## config.mk

```make
export PLATFORM = sky130hd
export DESIGN_NAME = ffra_cell
export DESIGN_NICKNAME = d
export VERILOG_FILES = /design/src/hdl/ffra_pkg.sv /design/src/hdl/ffra_cell.sv
export SDC_FILE = /design/constraint.sdc
export NUM_CORES = 1
export LEC_CHECK = 0
export BUFFER_PORTS_ARGS = -buffer_cell sky130_fd_sc_hd__buf_2
export CAP_MARGIN = 25
export CORE_AREA = 2 2 175 177
export CTS_BUF_LIST = sky130_fd_sc_hd__clkbuf_4 sky130_fd_sc_hd__clkbuf_8 sky130_fd_sc_hd__clkbuf_16
export DETAILED_ROUTE_END_ITERATION = 12
export DIE_AREA = 0 0 177 179
export GPL_ROUTABILITY_DRIVEN = 0
export PLACE_DENSITY_LB_ADDON = 0.25
export SLEW_MARGIN = 20
export SYNTH_ARGS = -nofsm -noshare
export SYNTH_HDL_FRONTEND = slang
export SYNTH_SLANG_ARGS = --single-unit
```

## constraint.sdc

```tcl
create_clock -name clk -period 9.6 [get_ports clk]
set_clock_uncertainty 0.1 [all_clocks]
set_input_delay 1.44 -clock clk [delete_from_list [all_inputs] [get_ports clk]]
set_output_delay 1.44 -clock clk [all_outputs]
set_load 0.02 [all_outputs]
```

## src/hdl/ffra_pkg.sv

```systemverilog
package ffra_pkg;

  localparam int MaxRegions = 32;
  localparam int IdxW = $clog2(MaxRegions);
  localparam int CntW = $clog2(MaxRegions + 1);

  localparam logic [2:0] KIND_AVAILABLE = 3'd0;
  localparam logic [2:0] KIND_RESERVED  = 3'd1;
  localparam logic [2:0] KIND_KERNEL    = 3'd2;

  localparam logic [1:0] OP_CLEAR  = 2'd0;
  localparam logic [1:0] OP_APPEND = 2'd1;
  localparam logic [1:0] OP_ALLOC  = 2'd2;

  localparam logic [1:0] ST_OK    = 2'd0;
  localparam logic [1:0] ST_NOFIT = 2'd1;
  localparam logic [1:0] ST_LIMIT = 2'd2;
  localparam logic [1:0] ST_FULL  = 2'd3;

  localparam logic CFG_RESERVE_BELOW = 1'b0;
  localparam logic CFG_KERNEL_LIMIT  = 1'b1;

  localparam logic [31:0] RESERVE_RESET = 32'h0010_0000;
  localparam logic [31:0] KLIMIT_RESET  = 32'h0040_0000;

  typedef struct packed {
    logic [1:0]  opcode;
    logic [63:0] region_base;
    logic [63:0] region_length;
    logic [2:0]  region_kind;
    logic [31:0] alloc_size;
  } in_item_t;

  typedef struct packed {
    logic [1:0]  status;
    logic [31:0] alloc_base;
  } out_item_t;

  typedef struct packed {
    logic [63:0] base;
    logic [63:0] length;
    logic [2:0]  kind;
  } entry_t;

  // broadcast from the controller to every cell
  typedef struct packed {
    logic        load;      // append writes the cell at wr_idx
    logic        split;     // split at sel_idx
    logic        mark;      // mark sel_idx kernel
    logic [IdxW-1:0] wr_idx;
    logic [IdxW-1:0] sel_idx;
    logic [31:0] size;
    entry_t      new_entry;
  } cell_ctl_t;

endpackage

```

## src/hdl/ffra_cell.sv

```systemverilog
module ffra_cell (
  input  logic                 clk,
  input  logic [ffra_pkg::IdxW-1:0] my_idx,
  input  logic                 in_range,
  input  ffra_pkg::cell_ctl_t  ctl,
  input  ffra_pkg::entry_t     prev_entry,
  input  logic                 prev_found,
  output ffra_pkg::entry_t     entry,
  output logic                 found_out,
  output logic                 hit
);
  import ffra_pkg::*;

  entry_t entry_r, entry_nxt;
  logic   fit;

  // fit test for this cell, first-fit priority passed down the chain
  assign fit = in_range && (entry_r.kind == KIND_AVAILABLE) &&
               (entry_r.length >= {32'd0, ctl.size});
  assign hit = fit && !prev_found;
  assign found_out = prev_found || fit;
  assign entry = entry_r;

  // next entry: load, remainder insert, shift from neighbor, or mark
  always_comb begin
    entry_nxt = entry_r;
    if (ctl.load && ctl.wr_idx == my_idx) begin
      entry_nxt = ctl.new_entry;
    end else if (ctl.split && my_idx > ctl.sel_idx) begin
      if (my_idx == ctl.sel_idx + 1'b1) begin
        entry_nxt.base   = prev_entry.base + {32'd0, ctl.size};
        entry_nxt.length = prev_entry.length - {32'd0, ctl.size};
        entry_nxt.kind   = KIND_AVAILABLE;
      end else begin
        entry_nxt = prev_entry;
      end
    end else if (ctl.mark && my_idx == ctl.sel_idx) begin
      entry_nxt.kind = KIND_KERNEL;
      if (ctl.split) entry_nxt.length = {32'd0, ctl.size};
    end
  end

  always_ff @(posedge clk) begin
    entry_r <= entry_nxt;
  end

endmodule
```

==> summary.md, run 1 <==
| Metric | Value |
|---|---|
| Status | finished clean |
| Seq/Total Area, Yosys | 0.315 |
| Final ANT Viol Nets | 0 |
| Post-synthesis compound-gate area fraction | 0.236 |
| CTS Hold Bufs | 0 |
| CTS resizes | 0 |
| Die Width | about 180 um |
| Dominant synthesized flop cell | edfxtp_1 |
| GR Overflow Total | 0 |
| Detailed-placement wirelength estimate | 36,900 um |
| Initial Util | 0.416 |
| Most frequent cell after synthesis | nand2_1 |
| Main combinational cell family by area after synthesis | compound AO/OA/AOI/OAI gates |
| Number of synthesized flops with an enable pin | around 130 |
| WL per Instance | between 15 and 20 um |
| Avg Cell Area, Syn | 8.17 um2 |
| Crit path kind | primary input to primary output |
| Max Cap Viol | 0 |
| FP Rows | 64 |
| Final instance area | about 16,000 um2 |
| Top cells by count, synth | nand2_1, edfxtp_1, a21oi_1 |
| Static Leak | 6.55 nW |
| Worst Tran Pin Value | 1.05 ns |
| Syn nets | a little under 2k |
| Distinct cells, synth | 73 |
| First DRT Iteration DRCs | 1,221 |
| Xor/xnor share of the synthesized area | 0.0799 |
| Synth async-reset ratio | 0 |
| Final Slew Violations | 0 |
| Largest net degree at the start of global routing | slightly above 100 |
| Via count | between 10k and 15k |
| Vias in the first global route | 12.7k |
| Mapped Area | 12,500 um2 |
| Largest area contributor in the netlist | edfxtp_1 |
| Flip-flop and latch count after synthesis | between 100 and 150 |
| Ys Warns | 0 |
| Multiplexer share of the synthesized area | 0.00170 |
| Global-route usage over all layers | 0.283 |
| Placed inst area | 15,100 um2 |
| CTS HTree Levels | 4 |
| DRC | 0 |
| Crit path capture type | primary output |
| Startpoint types | primary input |
| Max_slew headroom | 0.296 |
| Critical Path RT | slightly above 8 ns |
| Hold/Removal Path Class | primary input to flop |
| Max Root-Sink Buffers | 2 |
| Num CTS Buffers | 17 |
| Antenna violations before repair | 16 |
| Layout area overhead | 25.6% |
| Final Hold Vio Count | 0 |
| Synth area leaders | edfxtp_1, ha_1, nand2_1 |
| Die height | approximately 180 um |
| Number of flip-flops in the largest register | roughly 130 |
| Core Area | 30,000 um2 |
| Total Neg Setup Slack | 0 ns |
| CTS root buf | clkbuf_16 |
| Final setup viols | 0 |
| I/O pins | 448 |
| Period utilization | 0.546 |
| CTS tree | built |
| Layout cells sized above 1 | 0.268 |
| Adder-cell share of the synthesized area | 0.105 |
| Clock transition at path regs | 0.06 ns |
| Die area | ~32,000 um2 |
| Fmax | 191 MHz |
| Synthesized-area fraction occupied by and/or/nand/nor cells | 0.221 |
| Crit Path Max Fanout | 5 |
| IO Port Bufs | approximately 450 |
| # fillers | just under 3k |
| VDD IR-drop max | ~0.000095 V |
| Pwr/cell area | ~130 nW/um2 |
| Detailed Route WL | approximately 47,000 um |
| Unrepaired setup endpoints after global routing | no |
| Clk sinks | around 130 |
| Yosys top cell area share | 0.315 |
| Fin crit period | 5.25 ns |
| Post-CTS setup repair buffer count | 0 |
| WP data arrival | between 3 and 4 ns |
| Cells after Synth | around 1.5k |
| Routed vias/inst | 5.77 |
| Fin nets | ~2.4k |
| First-pass GRT wire length | ~69,000 um |
| DR pass1 iterations | 5 |
[final timing paths]
kind | startpoint | endpoint | slack [ns] | cells past startpoint
setup / recovery | ctl[132] | found_out | 4.35 | 12
hold / removal | ctl[109] | entry[109] | 1.18 | 3
[critical path: stages]
cell	delay, ns
buf_2	0.19
inv_1	0.09
ha_1	0.30
a21o_1	0.16
a21o_1	0.17
a211oi_1	0.21
o21ai_0	0.19
a21oi_1	0.26
o21ai_0	0.14
a21oi_1	0.32
nand2b_1	0.09
buf_2	0.16
[layout by cell type, fill, tap and decap left out, types with 18 or more instances in the layout]
master	n
buf_2	447
nand2_1	204
edfxtp_1	131
a21oi_1	130
o21ai_0	129
nor2_1	124
ha_1	102
xnor2_1	70
inv_1	58
xor2_1	44
nand3_1	42
a21o_1	39
a31oi_1	39
nor3_1	35
nand4_1	34
and3_1	22
nor4_1	19
nor2b_1	18
[per-layer routing]
layer | GRT usage | part of all wire | up-vias
li1 | - | - | 6507
met1 | 0.366 | 0.42 | 6234
met2 | 0.468 | 0.46 | 693
met3 | 0.0462 | 0.081 | 112
met4 | 0.116 | 0.039 | 6
met5 | 0 | 0.00081 | -
[power by group]
part / switching (mW) / leakage [nW] / total (mW) / internal (mW)
Combinational: 0.426 / 5.10 / 0.683 / 0.257
Clock: 0.269 / 0.282 / 0.674 / 0.405
Sequential: 0.0241 / 1.17 / 0.733 / 0.709
[area by class of cell]
| type | instances | area [um2] | share of cell area |
|---|---|---|---|
| multi-input combinational | 1265 | 8100 | 0.516 |
| sequential | 131 | 3930 | 0.251 |
| timing repair buffer | 458 | 2340 | 0.149 |
| tap | 396 | 495 | 0.0316 |
| clock buffer | 17 | 425 | 0.0271 |
| inverter | 58 | 218 | 0.0139 |
| clock inverter | 15 | 165 | 0.0105 |
| antenna | 9 | 22.5 | 0.00143 |
[kinds of logic after synthesis]
family,after synthesis
multiplexers,2
XOR/XNOR,114
adder cells (fa/ha/maj),104
buffers and inverters,134
flip-flops,131
AO/OA/AOI/OAI,472
AND/OR/NAND/NOR,573
[through the flow]
| stage | setup slack, ns | cells | hold WS (ns) | power (mW) | util |
|---|---|---|---|---|---|
| 2_1_floorplan | 3.50 | 1530 | 1.53 | 1.17 | - |
| 3_3_place_gp | 4.35 | 2307 | 1.61 | 1.41 | 0.501 |
| 3_5_place_dp | 4.27 | 2307 | 1.62 | 1.42 | 0.501 |
| 4_1_cts | 4.27 | 2339 | 1.17 | 2.09 | 0.521 |
| 5_1_grt | 4.11 | 2349 | 1.19 | 2.19 | 0.523 |
| 6_report | 4.35 | 2349 | 1.18 | 2.09 | 0.523 |
No activity file was read; power rests on OpenSTA's default activity.
==> inputs of run 2 (changes only) <==
==> constraint.sdc (replaced) <==
create_clock -name clk -period 5.2 [get_ports clk]
set_clock_uncertainty 0.1 [all_clocks]
set_input_delay 0.78 -clock clk [delete_from_list [all_inputs] [get_ports clk]]
set_output_delay 0.78 -clock clk [all_outputs]
set_load 0.02 [all_outputs]
==> run 2 against run 1 <==
Net effect:
- clock-buffer cell count up 2
- sequential power grew 84%
- core utilization up 0.27 points
- die area stayed put
- cell count up 0.13%
- combinational power rose by 87%
- first-iteration DRC count down 4.0%
- wire length is 1.7% higher
- via count grew 0.48%
- flip-flop and latch count unchanged
- non-clock buffer count is 3 higher
- worst hold slack worse by 0.66 ns
- largest cell class unchanged
==> summary.md, run 2 (synthesized netlist as in run 1, its figures left out) <==
| Metric | Value |
|---|---|
| Area of the multi-input gates | 8100 um2 (unchanged) |
| # fillers | 2,899 (-1.3%) |
| Detailed-placement wirelength estimate | 37,400 um (+1.4%) |
| Crit path kind | primary input to primary output |
| Most frequent CP cell | a21o_1 |
| Antenna violations before repair | 11 (-5) |
| Global-route usage over all layers | 0.287 (+0.00403) |
| Pwr/cell area | 253 nW/um2 (+90%) |
| Hold/Removal Path Class | primary input to flop |
| CTS HTree Levels | 4 (unchanged) |
| Final ANT Viol Nets | 0 (unchanged) |
| Flip-flop and latch area | 3930 um2 (unchanged) |
| Status | finished clean |
| Most common cell after layout, fill and taps aside | buf_2 |
| Final Hold Vio Count | 0 (unchanged) |
| CP Buf/Inv Count | 3 (unchanged) |
| Die area | 31,700 um2 (unchanged) |
| I/O pins | 448 (unchanged) |
| CTS root buf | clkbuf_16 |
| Startpoint types | primary input |
| Num CTS Buffers | 17 (unchanged) |
| Layout area overhead | 26.3% |
| Largest net degree at the start of global routing | 112 (+9.8%) |
| CTS tree | built |
| Unrepaired setup endpoints after global routing | no |
| Fin crit period | 4.04 ns |
| Hold WS | 0.523 ns (-0.660 ns) |
| VDD IR-drop max | 0.000203 V (+110%) |
| Worst Hold Depth | 3 (unchanged) |
| Critical Path, Cell by Cell | buf_2 > inv_1 > ha_1 > a21o_1 > a21o_1 > a21o_1 > a21oi_1 > nor2_1 > a2111oi_0 > o21ai_0 > a21oi_1 > nand2b_1 > buf_2 |
| Core Area | 30,000 um2 (unchanged) |
| Vias in the first global route | 12.8k (+1.2%) |
| Die Width | 177 um (unchanged) |
| Clk sinks | 131 (unchanged) |
| Static Leak | 6.59 nW (+0.61%) |
| CP delay by family, top | compound AO/OA/AOI/OAI gates |
| Total Neg Setup Slack | 0 ns (unchanged) |
| Most frequent cells in the layout | buf_2, nand2_1, edfxtp_1, a21oi_1, o21ai_0 |
| Layout cells sized above 1 | 0.270 (+0.00216) |
| Detailed Route WL | 47,500 um (+1.7%) |
| Post-CTS setup repair buffer count | 0 (unchanged) |
| Final setup viols | 0 (unchanged) |
| IO Port Bufs | 447 (unchanged) |
| First DRT Iteration DRCs | 1,172 (-4.0%) |
| Utilization after layout | 0.525 (+0.00267) |
| Final Slew Violations | 0 (unchanged) |
| Number of flip-flops in the largest register | 131 (unchanged) |
| Hold path startpoint | ctl[48] |
| Fin nets | 2,353 (+0.13%) |
| WP data arrival | 3.16 ns (-0.55 ns) |
| Clock transition at path regs | 0.06 ns (about the same) |
| CTS resizes | 0 (unchanged) |
| Via count | 13.6k (+0.48%) |
| Period utilization | 0.777 |
| WL per Instance | 20.2 um (+1.5%) |
| CTS Hold Bufs | 0 (unchanged) |
| Placed insts | 2,310 (+0.13%) |
| Max_slew headroom | 0.387 (+0.0909) |
| DR pass1 iterations | 8 (+3) |
| DRC | 0 (unchanged) |
| Slowest stage delay, CP | 0.38 ns (+0.06 ns) |
| Routed vias/inst | 5.79 (+0.35%) |
| Non-filler cells, final | 2,352 (+0.13%) |
| Initial Util | 0.416 (unchanged) |
| Fmax | around 250 MHz |
| Worst setup margin | 1.16 ns (-3.20 ns) |
| FP Rows | 64 (unchanged) |
| Critical Path RT | 4.32 ns (-3.74 ns) |
| Max Root-Sink Buffers | 2 (unchanged) |
| Setup WS pre-CTS | 1.06 ns (-3.21 ns) |
| GR Overflow Total | 0 (unchanged) |
| Max Cap Viol | 0 (unchanged) |
| Die height | 179 um (unchanged) |
| First-pass GRT wire length | 69,900 um (+1.5%) |
| Worst Hold Path EP | entry[48] |
| Worst Tran Pin Value | 0.913 ns (-0.140 ns) |
| Crit Path Max Fanout | 3 (-2) |
| CP max stage cell | a21oi_1 |
| Crit path capture type | primary output |
run 2: changes by cell type in the layout (fill, tap and decap cells not counted), sizes merged:
cell / previous run / this run
buf: 458 / 461
bufinv: 3 / 5
clkbuf: 17 / 19
clkinv: 8 / 4
run 2: how the worst max path moves through the flow:
stage	startpoint	endpoint	slack, ns	cells past startpoint
finish	ctl[148]	found_out	1.16	13
CTS	ctl[148]	found_out	1.18	13
global route	ctl[148]	found_out	1.02	13
floorplan	ctl[164]	entry[10]	0.34	8
global placement	ctl[133]	entry[116]	1.13	11
detailed placement	ctl[133]	entry[116]	1.06	11
run 2: layer usage:
metal  vias to the layer above  GRT usage  routed length (um)  part of all wire
met1                      6323      0.378               20100              0.42
met5                         -          0                  11           0.00023
li1                       6519          -                   -                 -
met2                       677      0.472               22100              0.47
met3                        96     0.0464                3780             0.080
met4                         2      0.107                1520             0.032
run 2: metrics by stage:
step	power, mW	instance area, um2
finish	3.99	15800
global route	4.19	15800
CTS	4.00	15700
global placement	2.61	15100
detailed placement	2.63	15100
floorplan	2.15	12500
run 2: where the power goes:
group,switching [mW],internal (mW)
sequential,0.0469,1.31
clock,0.503,0.862
combinational,0.798,0.477
run 2: worst min-delay path, delay by kind of cell:
| kind | cells | cell delay [ns] |
|---|---|---|
| buf+inv | 1 | 0.07 |
| compound gates | 1 | 0.05 |
| simple gates | 1 | 0.04 |
run 2: layout make-up:
type / instances / area share
sequential: 131 / 0.249
clock inverter: 13 / 0.0132
clock buffer: 19 / 0.0279
timing repair buffer: 461 / 0.150
tap: 396 / 0.0314
inverter: 58 / 0.0138
antenna: 9 / 0.00143
multi-input combinational: 1265 / 0.513
==> inputs of run 3 (changes only) <==
==> constraint.sdc (replaced) <==
create_clock -name clk -period 4.15 [get_ports clk]
set_clock_uncertainty 0.1 [all_clocks]
set_input_delay 0.6225 -clock clk [delete_from_list [all_inputs] [get_ports clk]]
set_output_delay 0.6225 -clock clk [all_outputs]
set_load 0.02 [all_outputs]
==> run 3 against run 2 <==
Net effect:
- clock power grew 16%
- flip-flop and latch count is the same
- via count grew 0.80%
- worst setup slack lost 0.89 ns
- sequential power grew 25%
- clock-buffer cell count is the same
- global-route usage shrank 0.36 points
- highest routed layer unchanged
==> summary.md, run 3 (synthesized netlist as in run 1, its figures left out) <==
| Metric | Value |
|---|---|
| Hold/Removal Path Class | primary input to flop |
| Layout area overhead | 26.2% (about the same) |
| Fmax | 258 MHz |
| GR Overflow Total | 0 (unchanged) |
| CTS HTree Levels | 4 (unchanged) |
| Worst Hold Depth | 3 (unchanged) |
| Static Leak | 6.60 nW (+0.22%) |
| Detailed Route WL | 46,500 um (-2.1%) |
| Crit path capture type | primary output |
| Pwr/cell area | 310 nW/um2 (+22%) |
| IO Port Bufs | 447 (unchanged) |
| Final Slew Violations | 0 (unchanged) |
| Critical Path, Cell by Cell | inv_1 > ha_1 > nand2b_1 > a21o_1 > a21o_1 > a211oi_1 > o21ai_0 > a21oi_1 > o21ai_0 > a21oi_1 > nand2b_1 > buf_2 |
| Layout cells sized above 1 | 0.272 (+0.00224) |
| Die area | 31,700 um2 (unchanged) |
| Grt met2 use | 0.464 (-0.00794) |
| Fin crit period | between 3 and 4 ns |
| Most common cell after layout, fill and taps aside | buf_2 |
| Routed vias/inst | 5.82 (+0.59%) |
| Crit Path Max Fanout | 2 (-1) |
| Grt peak-use layer | met2 |
| CTS tree | built |
| Die Width | 177 um (unchanged) |
| WL per Instance | 19.7 um (-2.3%) |
| Slowest stage delay, CP | 0.39 ns (about the same) |
| Fin nets | 2,359 (+0.25%) |
| Crit path kind | flop to primary output |
| Max Cap Viol | 0 (unchanged) |
| VDD IR-drop max | 0.000215 V (+5.8%) |
| DR pass1 iterations | 6 (-2) |
| FP Rows | 64 (unchanged) |
| Initial Util | 0.416 (unchanged) |
| Detailed-placement wirelength estimate | 36,700 um (-1.8%) |
| Num CTS Buffers | 17 (unchanged) |
| First DRT Iteration DRCs | 1,268 (+8.2%) |
| Worst setup margin | 0.269 ns (-0.890 ns) |
| Largest net degree at the start of global routing | 182 (+63%) |
| Worst Hold Path EP | entry[29] |
| I/O pins | 448 (unchanged) |
| Vias in the first global route | 12.8k (-0.13%) |
| Met3 GRT Util | 0.0452 (-0.00127) |
| Period utilization | 0.935 |
| Startpoint types | flop |
| Routing usage on met1 | 0.382 (+0.00430) |
| Final ANT Viol Nets | 0 (unchanged) |
| Max Root-Sink Buffers | 2 (unchanged) |
| Clk sinks | 131 (unchanged) |
| Hold path startpoint | ctl[29] |
| Unrepaired setup endpoints after global routing | no |
| CP delay by family, top | compound AO/OA/AOI/OAI gates |
| Worst Tran Pin Value | 0.916 ns (+0.00295 ns) |
| Global-route usage over all layers | 0.283 (-0.00362) |
| Most frequent cells in the layout | buf_2, nand2_1, edfxtp_1, a21oi_1, o21ai_0 |
| Post-CTS setup repair buffer count | 0 (unchanged) |
| Total Neg Setup Slack | 0 ns (unchanged) |
| Die height | 179 um (unchanged) |
| Max_slew headroom | 0.381 (-0.00559) |
| CTS root buf | clkbuf_16 |
| Critical Path RT | 3.43 ns (-0.89 ns) |
| Final Hold Vio Count | 0 (unchanged) |
| CTS Hold Bufs | 0 (unchanged) |
| Core Area | 30,000 um2 (unchanged) |
| Via count | 13.7k (+0.80%) |
| Setup WS pre-CTS | -0.00192 ns (-1.06 ns) |
| Number of flip-flops in the largest register | 131 (unchanged) |
| Final setup viols | 0 (unchanged) |
| WP data arrival | 3.16 ns (about the same) |
| CP Buf/Inv Count | 2 (-1) |
| First-pass GRT wire length | 69,300 um (-0.77%) |
| Antenna violations before repair | 9 (-2) |
| CP max stage cell | edfxtp_1 |
| # fillers | 2,918 (+0.66%) |
| Status | finished clean |
| Clock transition at path regs | 0.06 ns (about the same) |
| CTS resizes | 0 (unchanged) |
| DRC | 0 (unchanged) |
-- run 3: changes by cell type in the layout (fill, tap and decap cells not counted), sizes merged --
cell	change
clkinvlp	-3
diode	-1
clkinv	+5
bufinv	-2
buf	+6
-- run 3: cell type report --
| cell class | count | area (um2) | area share |
|---|---|---|---|
| inverters | 58 | 218 | 0.0138 |
| well taps | 396 | 495 | 0.0314 |
| flip-flops and latches | 131 | 3930 | 0.250 |
| diodes | 8 | 20.0 | 0.00127 |
| multi-input cells | 1265 | 8100 | 0.514 |
| repair buffers | 467 | 2400 | 0.152 |
| clock buffers | 19 | 440 | 0.0279 |
| clock inverters | 13 | 160 | 0.0102 |
-- run 3: per-layer routing --
metal / up-vias / wire (um)
li1: 6532 / -
met1: 6368 / 19500
met2: 749 / 21500
met3: 73 / 4200
met4: 4 / 1180
met5: - / 27
-- run 3: worst max-delay path by stage --
stage / from / end / slack (ns) / cells after the start
after floorplan: ctl[164] / entry[10] / 0.21 / 8
after global placement: ctl[135] / entry[126] / 0.06 / 13
after detailed placement: ctl[133] / entry[51] / -0.002 / 12
after CTS: entry[3] / found_out / 0.33 / 12
after global routing: entry[3] / found_out / 0.15 / 12
final: entry[3] / found_out / 0.27 / 12
-- run 3: worst min-delay path, stage by stage --
cell and delay, ns:
buf_2 0.07, nand2_1 0.04, o221ai_1 0.05
-- run 3: metrics by stage --
step / util / power, mW / cells / instance area, um2 / hold WS [ns]
after CTS: 0.524 / 4.88 / 2349 / 15700 / 0.353
after floorplan: - / 2.70 / 1530 / 12500 / 0.708
after global routing: 0.525 / 5.12 / 2356 / 15800 / 0.356
final: 0.525 / 4.88 / 2357 / 15800 / 0.370
after detailed placement: 0.504 / 3.30 / 2317 / 15100 / 0.803
after global placement: 0.504 / 3.28 / 2317 / 15100 / 0.797
-- run 3: power breakdown --
group	internal, mW	total (mW)	switching (mW)
logic	0.604	1.60	0.997
registers	1.64	1.69	0.0552
clock network	0.959	1.59	0.630
total	3.20	4.88	1.68
